## src/rtl/dce_pkg.sv

```systemverilog
`timescale 1ns / 1ps
// ----------------------------------------------------------------------------
// dce_pkg: shared definitions for the dyadic convolution engine
// Sizes, widths, the controller command and status types and the run length.
// ----------------------------------------------------------------------------
package dce_pkg;

    localparam int MAX_SIZE = 16;
    localparam int DATA_W   = 16;
    localparam int ADDR_W   = $clog2(MAX_SIZE);
    localparam int CNT_W    = ADDR_W + 1;
    localparam int SIZE_W   = 3;
    localparam int PROD_W   = 2 * DATA_W;
    localparam int ACC_W    = 36;
    localparam logic [SIZE_W-1:0] SIZE_RESET = 3'd4;
    localparam logic [SIZE_W-1:0] LOG2_MAX   = SIZE_W'(ADDR_W);

    typedef struct packed {
        logic              wr_en;
        logic [ADDR_W-1:0] wr_addr;
        logic              issue;
        logic [ADDR_W-1:0] rd_a_addr;
        logic [ADDR_W-1:0] rd_b_addr;
        logic              acc_clear;
        logic              out_load;
        logic [ADDR_W-1:0] out_index;
        logic              out_last;
    } dce_cmd_t;

    typedef struct packed {
        logic busy;
    } dce_status_t;

    function automatic logic [CNT_W-1:0] run_length(input logic [SIZE_W-1:0] lg);
        logic [SIZE_W-1:0] l;
        l = (lg > LOG2_MAX) ? LOG2_MAX : lg;
        return CNT_W'(1) << l;
    endfunction

endpackage

```

## src/rtl/dce_datapath.sv

```systemverilog
`timescale 1ns / 1ps
// ----------------------------------------------------------------------------
// dce_datapath: operand stores and multiply-accumulate pipeline
// Holds the loaded rows, reads one operand pair a cycle, multiplies,
// accumulates, and keeps the result register for the output channel.
// ----------------------------------------------------------------------------
module dce_datapath
    import dce_pkg::*;
(
    input  logic                     clk,
    input  logic                     rst_n,
    input  dce_cmd_t                 cmd,
    output dce_status_t              status,
    input  logic signed [DATA_W-1:0] a_value,
    input  logic signed [DATA_W-1:0] b_value,
    output logic signed [ACC_W-1:0]  c_value,
    output logic [ADDR_W-1:0]        c_index,
    output logic                     last_result
);

    logic signed [DATA_W-1:0] a_store_reg [MAX_SIZE];
    logic signed [DATA_W-1:0] b_store_reg [MAX_SIZE];
    logic signed [DATA_W-1:0] a_rd_reg;
    logic signed [DATA_W-1:0] b_rd_reg;
    logic signed [PROD_W-1:0] prod_reg;
    logic signed [ACC_W-1:0]  acc_reg;
    logic signed [ACC_W-1:0]  acc_next;
    logic                     rd_valid_reg;
    logic                     prod_valid_reg;
    logic signed [ACC_W-1:0]  c_value_reg;
    logic [ADDR_W-1:0]        c_index_reg;
    logic                     last_reg;

    always_ff @(posedge clk)
    begin
        if (cmd.wr_en)
        begin
            a_store_reg[cmd.wr_addr] <= a_value;
            b_store_reg[cmd.wr_addr] <= b_value;
        end
        a_rd_reg <= a_store_reg[cmd.rd_a_addr];
        b_rd_reg <= b_store_reg[cmd.rd_b_addr];
    end

    always_ff @(posedge clk or negedge rst_n)
    begin
        if (!rst_n)
        begin
            rd_valid_reg   <= 1'b0;
            prod_valid_reg <= 1'b0;
        end
        else
        begin
            rd_valid_reg   <= cmd.issue;
            prod_valid_reg <= rd_valid_reg;
        end
    end

    always_comb
    begin
        acc_next = acc_reg;
        if (cmd.acc_clear)
        begin
            acc_next = '0;
        end
        else if (prod_valid_reg)
        begin
            acc_next = acc_reg + ACC_W'(prod_reg);
        end
    end

    always_ff @(posedge clk)
    begin
        prod_reg <= a_rd_reg * b_rd_reg;
        acc_reg  <= acc_next;
        if (cmd.out_load)
        begin
            c_value_reg <= acc_reg;
            c_index_reg <= cmd.out_index;
            last_reg    <= cmd.out_last;
        end
    end

    assign status.busy  = rd_valid_reg | prod_valid_reg;
    assign c_value      = c_value_reg;
    assign c_index      = c_index_reg;
    assign last_result  = last_reg;

endmodule

```

## src/rtl/dce_controller.sv

```systemverilog
`timescale 1ns / 1ps
// ----------------------------------------------------------------------------
// dce_controller: load and compute sequencer
// Counts loaded pairs, steps the index pair over the operand stores for
// each result and hands results to the output channel.
// ----------------------------------------------------------------------------
module dce_controller
    import dce_pkg::*;
(
    input  logic              clk,
    input  logic              rst_n,
    input  logic [SIZE_W-1:0] size_log2,
    input  logic              in_valid,
    output logic              in_stall,
    output logic              out_valid,
    input  logic              out_stall,
    output dce_cmd_t          cmd,
    input  dce_status_t       status
);

    typedef enum logic [3:0] {
        ST_LOAD  = 4'b0001,
        ST_MAC   = 4'b0010,
        ST_DRAIN = 4'b0100,
        ST_EMIT  = 4'b1000
    } state_t;

    state_t            state_reg, state_next;
    logic [CNT_W-1:0]  load_count_reg, load_count_next;
    logic [ADDR_W-1:0] i_reg, i_next;
    logic [ADDR_W-1:0] k_reg, k_next;
    logic [CNT_W-1:0]  len;
    logic [CNT_W-1:0]  count_inc;
    logic [ADDR_W-1:0] mask;

    assign len       = run_length(size_log2);
    assign mask      = ADDR_W'(len - CNT_W'(1));
    assign count_inc = load_count_reg + CNT_W'(1);

    always_comb
    begin
        state_next      = state_reg;
        load_count_next = load_count_reg;
        i_next          = i_reg;
        k_next          = k_reg;
        in_stall        = 1'b1;
        out_valid       = 1'b0;
        cmd             = '0;
        cmd.wr_addr     = load_count_reg[ADDR_W-1:0];
        cmd.rd_a_addr   = i_reg;
        cmd.rd_b_addr   = (i_reg ^ k_reg) & mask;
        cmd.out_index   = k_reg;
        cmd.out_last    = (k_reg == mask);
        case (state_reg)
            ST_LOAD:
            begin
                in_stall = 1'b0;
                if (in_valid)
                begin
                    cmd.wr_en = 1'b1;
                    if (count_inc >= len)
                    begin
                        load_count_next = '0;
                        i_next          = '0;
                        k_next          = '0;
                        cmd.acc_clear   = 1'b1;
                        state_next      = ST_MAC;
                    end
                    else
                    begin
                        load_count_next = count_inc;
                    end
                end
            end
            ST_MAC:
            begin
                cmd.issue = 1'b1;
                if (i_reg == mask)
                begin
                    i_next     = '0;
                    state_next = ST_DRAIN;
                end
                else
                begin
                    i_next = i_reg + ADDR_W'(1);
                end
            end
            ST_DRAIN:
            begin
                if (!status.busy)
                begin
                    cmd.out_load = 1'b1;
                    state_next   = ST_EMIT;
                end
            end
            ST_EMIT:
            begin
                out_valid = 1'b1;
                if (!out_stall)
                begin
                    if (k_reg == mask)
                    begin
                        state_next = ST_LOAD;
                    end
                    else
                    begin
                        k_next        = k_reg + ADDR_W'(1);
                        cmd.acc_clear = 1'b1;
                        state_next    = ST_MAC;
                    end
                end
            end
            default:
            begin
                state_next = ST_LOAD;
            end
        endcase
    end

    always_ff @(posedge clk or negedge rst_n)
    begin
        if (!rst_n)
        begin
            state_reg      <= ST_LOAD;
            load_count_reg <= '0;
            i_reg          <= '0;
            k_reg          <= '0;
        end
        else
        begin
            state_reg      <= state_next;
            load_count_reg <= load_count_next;
            i_reg          <= i_next;
            k_reg          <= k_next;
        end
    end

    a_count_in_range: assert property (@(posedge clk) disable iff (!rst_n)
        load_count_reg < CNT_W'(MAX_SIZE))
        else $error("Load count reached the store depth.");

    a_emit_pipe_empty: assert property (@(posedge clk) disable iff (!rst_n)
        (state_reg == ST_EMIT) |-> !status.busy)
        else $error("Result shown while products are still in flight.");

    a_last_returns_to_load: assert property (@(posedge clk) disable iff (!rst_n)
        (out_valid && !out_stall && cmd.out_last) |=> (state_reg == ST_LOAD))
        else $error("Run did not end after the last result.");

    a_no_load_while_busy: assert property (@(posedge clk) disable iff (!rst_n)
        (status.busy || out_valid) |-> in_stall)
        else $error("Input accepted during computation.");

endmodule

```

## src/rtl/dyadic_convolution_engine_top.sv

```systemverilog
`timescale 1ns / 1ps
// ----------------------------------------------------------------------------
// dyadic_convolution_engine_top: dyadic (XOR) convolution of two rows
// Loads 2^size_log2 operand pairs (size_log2 saturates at 4), then emits c[k] = sum a[i]*b[i xor k].
//
//   channel   direction  handshake             payload
//   in        input      in_valid / in_stall   a_value, b_value
//   out       output     out_valid / out_stall c_value, c_index, last_result
//   cfg       input      cfg_we                cfg_wdata (size_log2)
//
// Input transactions are accepted while loading.
// Each result is issued on the shared multiply-accumulate unit, which then drains,
// and is then shown on the output; the next result starts only after the current
// one has been taken from the output.
// Reset clears the controller and sets size_log2 to 4; stores need no clear.
// Input is stalled during computation; an output stall holds the result.
// ----------------------------------------------------------------------------
module dyadic_convolution_engine_top
    import dce_pkg::*;
(
    input  logic                     clk,
    input  logic                     rst_n,
    input  logic                     cfg_we,
    input  logic [SIZE_W-1:0]        cfg_wdata,
    input  logic                     in_valid,
    output logic                     in_stall,
    input  logic signed [DATA_W-1:0] a_value,
    input  logic signed [DATA_W-1:0] b_value,
    output logic                     out_valid,
    input  logic                     out_stall,
    output logic signed [ACC_W-1:0]  c_value,
    output logic [ADDR_W-1:0]        c_index,
    output logic                     last_result
);

    logic [SIZE_W-1:0] size_reg;
    dce_cmd_t          cmd;
    dce_status_t       status;

    always_ff @(posedge clk or negedge rst_n)
    begin
        if (!rst_n)
        begin
            size_reg <= SIZE_RESET;
        end
        else if (cfg_we)
        begin
            size_reg <= cfg_wdata;
        end
    end

    dce_controller u_ctrl (
        .clk       (clk),
        .rst_n     (rst_n),
        .size_log2 (size_reg),
        .in_valid  (in_valid),
        .in_stall  (in_stall),
        .out_valid (out_valid),
        .out_stall (out_stall),
        .cmd       (cmd),
        .status    (status)
    );

    dce_datapath u_dp (
        .clk         (clk),
        .rst_n       (rst_n),
        .cmd         (cmd),
        .status      (status),
        .a_value     (a_value),
        .b_value     (b_value),
        .c_value     (c_value),
        .c_index     (c_index),
        .last_result (last_result)
    );

endmodule

```

## config.mk

```make
export PLATFORM = sky130hd
export DESIGN_NAME = dyadic_convolution_engine_top
export DESIGN_NICKNAME = d
export VERILOG_FILES = /design/src/rtl/dce_pkg.sv /design/src/rtl/dce_datapath.sv /design/src/rtl/dce_controller.sv /design/src/rtl/dyadic_convolution_engine_top.sv
export SDC_FILE = /design/constraint.sdc
export NUM_CORES = 2
export LEC_CHECK = 0
export ABC_AREA = 1
export BUFFER_PORTS_ARGS = -buffer_cell sky130_fd_sc_hd__buf_4
export CELL_PAD_IN_SITES_DETAIL_PLACEMENT = 0
export CELL_PAD_IN_SITES_GLOBAL_PLACEMENT = 2
export CORE_AREA = 2 2 267 321
export DETAILED_ROUTE_END_ITERATION = 7
export DIE_AREA = 0 0 269 323
export PLACE_DENSITY = 0.95
export SLEW_MARGIN = 25
export SYNTH_ARGS = -nofsm -noshare
export SYNTH_HDL_FRONTEND = slang
export SYNTH_SLANG_ARGS = --single-unit
```

## constraint.sdc

```tcl
create_clock -name clk -period 16.4 [get_ports clk]
set_input_delay 2.46 -clock clk [delete_from_list [all_inputs] [get_ports clk]]
set_output_delay 2.46 -clock clk [all_outputs]
set_load 0.01 [all_outputs]
```

==> key figures <==
Setup path
  • R2r endpoint: u_dp.prod_reg[19]
  • Crit path top cell by count: fa_1
  • Crit Path Max Fanout: 16
  • Worst endpoint required time: 16.89 ns
  • CP top delay family: adder cells
  • CP Launch Type: register
  • Worst EP arrival: about 6.9 ns
  • Buffers and inverters on the worst path: 5
  • Crit-path slowest cell: dfxtp_1
  • Setup Crit Path Kind: reg -> reg
  • R2R depth: 19
  • Cell chain of the critical path: nand2_1 > fa_1 > inv_1 > fa_1 > inv_1 > fa_1 > inv_1 > fa_1 > fa_1 > inv_1 > fa_1 > inv_1 > ha_1 > a21oi_1 > a21boi_0 > nand2_1 > a31oi_1 > o21ai_0 > xor2_1
  • Worst r2r src: u_dp.b_rd_reg[7]
  • CP endpoint kind: register
  • R2R Setup Slk: about 10 ns
  • Critical Path Max Stage Delay: 0.80 ns

Cells and area
  • Filler cells: between 7000 and 8000
  • Fin util: between 50 and 60%
  • Share of layout cells above drive strength 1: 7.462%
  • Post-layout net count: about 4200
  • Area grow syn2layout: 10.68%

Synthesis
  • Compound-Gate Fraction of Synth Area: 10.05%
  • Top post-synthesis cells by area: edfxtp_1 (43%), fa_1 (14%), nand2_1 (7.1%)
  • Sequential area share after synthesis: about 50%
  • Synth Register Bits: between 600 and 700
  • XOR/XNOR Fraction of Synth Area: roughly 1.2%
  • Post-synth net total: between 4000 and 5000
  • Post-synthesis mux area share: 0%
  • Synth Area in Simple Gates: ~12%
  • Leading area contributor after synthesis: edfxtp_1
  • Number of enable flip-flop cells after synthesis: between 500 and 600
  • Mapped Cells: about 3700
  • Syn. warnings: 0
  • Synth Area in Adders: roughly 18%
  • Post-synth top area share: between 40% and 50%
  • Synth Flop Type: edfxtp_1
  • Syn Area/Cell: roughly 10 um2
  • Largest family of logic cells by synthesized area: adder cells
  • Mapped Area: 38210 um2
  • Asr flop ratio synth: ~3.3%
  • Yosys cell types: 52

Timing
  • Achievable Freq: roughly 0.16 GHz
  • Tmin final: about 6.4 ns
  • Setup tns final: 0 ns
  • Hold Fails Final Rpt: 0
  • Relative slew margins: between 30 and 40%
  • Count of final max-slew check failures: 0
  • Final Cycle Share: 38.79%
  • Final Setup Violations: 0
  • RSZ-0062 raised after global routing: no
  • Worst Tran Pin Value: about 0.96 ns
  • Fin Clk Skew: approximately 0.043 ns

Floorplanning
  • Initial Util: between 40% and 50%
  • Die Wd: around 270 um
  • FP Rows: 117
  • I/O pin cnt: between 80 and 90
  • Die ar.: ~87000 um2
  • Die span in y: 323 um
  • Core Area: ~84000 um2

Min path
  • Type of the tightest min-delay check: reg -> reg
  • Hold Path Depth: 0
  • Hold Path Sink: u_dp.prod_valid_reg
  • Hold Startpoint: u_dp.rd_valid_reg

Placed design
  • Buffers added on ports: just over 80
  • DPL Wire Length: approximately 64000 um
  • RD Place Congestion: ~0.94

CTS
  • Post_cts resized: 0
  • CTS Sinks: a little under 700
  • Post-CTS Setup Bufs: 0
  • CTS clk-pin slew, worst paths: roughly 0.06 ns
  • CTS Root Buffer Type: clkbuf_16
  • CTS tree: yes
  • Clock Path Buffers: 3
  • Worst-Skew Late Latency: approximately 0.65 ns
  • H-Tree Level Count: 3
  • Num CTS Buffers: 70
  • Hold-fix buffers, CTS: 0

Route
  • DR vias: ~26000
  • Initial DRT Pass Iterations: 7
  • DRT iter0 DRCs: between 1500 and 2000
  • Wire per inst: ~20 um
  • # DRC: 0
  • Antenna Nets Post-Route: 0
  • Vias/cell: between 5 and 6
  • Post-Route WL: ~99000 um

GRT
  • Remaining global-route overflow: 0
  • Largest net degree at the start of global routing: around 110
  • Gr usage total: about 23%
  • Initial antenna violation count: 3
  • Number of global-route vias before repair: roughly 27000
  • First-pass GRT wire length: 152600 um

Job
  • MaxCap Viol Count: 0

Outcome
  • Outcome: complete, no violations
synth_stat cells (2+ instances only):
| library cell | number |
|---|---|
| a211oi_2 | 6 |
| a21boi_0 | 2 |
| a21o_1 | 6 |
| a21oi_1 | 131 |
| a21oi_2 | 2 |
| a221oi_1 | 21 |
| a31oi_1 | 69 |
| buf_1 | 11 |
| buf_2 | 31 |
| buf_4 | 2 |
| buf_6 | 2 |
| clkbuf_1 | 138 |
| dfrtp_1 | 20 |
| dfstp_2 | 2 |
| dfxtp_1 | 100 |
| edfxtp_1 | 553 |
| fa_1 | 263 |
| ha_1 | 128 |
| inv_1 | 632 |
| inv_2 | 3 |
| nand2_1 | 719 |
| nand2_4 | 2 |
| nand3_1 | 126 |
| nand3_2 | 2 |
| nand3b_1 | 3 |
| nand4_1 | 33 |
| nor2_1 | 243 |
| nor2_4 | 3 |
| nor3_1 | 14 |
| nor3_2 | 2 |
| nor4_1 | 2 |
| o2111ai_1 | 2 |
| o211ai_1 | 3 |
| o21ai_0 | 237 |
| o21ai_1 | 48 |
| o21bai_1 | 14 |
| o221ai_1 | 75 |
| o22ai_1 | 24 |
| or2_2 | 10 |
| xnor2_1 | 16 |
| xor2_1 | 33 |
cells in the final DEF (no fill, tap or decap), types with 10 or more instances in the layout:
master / n
edfxtp_1: 553
nor2_4: 18
buf_4: 119
dfrtp_1: 18
ha_1: 128
a31oi_1: 69
xnor2_1: 16
clkinv_2: 14
o22ai_1: 24
o21ai_0: 237
xor2_1: 33
nand2_1: 717
a221oi_1: 21
or2_2: 10
nor2_1: 228
dfxtp_1: 100
nand4_1: 33
clkbuf_16: 71
nor3_1: 11
a21oi_1: 131
o21ai_1: 48
clkinv_1: 12
fa_1: 263
o21bai_1: 14
inv_1: 631
clkbuf_1: 11
nand3_1: 126
o221ai_1: 75
logic make-up (layout without fill, tap and decap cells):
family | Yosys count | in the layout
AOI/OAI and AO/OA | 645 | 645
xor gates and xnor gates | 50 | 50
adders and majority gates | 391 | 391
buffers and inverters | 820 | 882
DFF | 675 | 675
other | 0 | 1
and+or+nand+nor | 1163 | 1163
routing by layer:
metal	track usage (%)	share of wire, %	up-vias
li1	-	-	12430
met1	27.71	39	12920
met2	41.23	51	786
met3	3.152	5.2	209
met4	10.11	4.2	0
met5	0	0	-
worst max path at each step:
stage	endpoint	start	slack, ns	cells past startpoint
final	u_dp.prod_reg[19]	u_dp.b_rd_reg[7]	10.04	19
after global routing	u_dp.prod_reg[31]	u_dp.b_rd_reg[7]	9.76	19
after CTS	u_dp.prod_reg[19]	u_dp.b_rd_reg[7]	10.02	19
after detailed placement	u_dp.prod_reg[19]	u_dp.b_rd_reg[7]	10.03	19
after global placement	u_dp.prod_reg[19]	u_dp.a_rd_reg[11]	10.07	17
after floorplan	u_dp.a_store_reg[3][0]	in_valid	10.86	4
per-stage QoR:
| step | std cells | cell area [um2] | hold slack, ns | worst slack [ns] |
|---|---|---|---|---|
| floorplan | 3744 | 38210 | 0.3488 | 10.86 |
| CTS | 4936 | 42280 | 0.3722 | 10.02 |
| global route | 4937 | 42290 | 0.3899 | 9.765 |
| global placement | 4810 | 39930 | 0.3566 | 10.07 |
| finish | 4937 | 42290 | 0.3726 | 10.04 |
| detailed placement | 4810 | 39930 | 0.3569 | 10.03 |
cell type report:
type	count	area (um2)	area share, %
clock buffer	83	1832	4.332
multi-input combinational	2249	16060	37.98
antenna	1	2.502	0.005918
tap	1130	1414	3.344
clock inverter	43	519.2	1.228
timing repair buffer	120	904.6	2.139
inverter	636	2389	5.648
sequential	675	19170	45.32
Power is left out: the tool's default activity adds up to more than one toggle a clock period on the data nets, which glitch-free logic cannot reach.
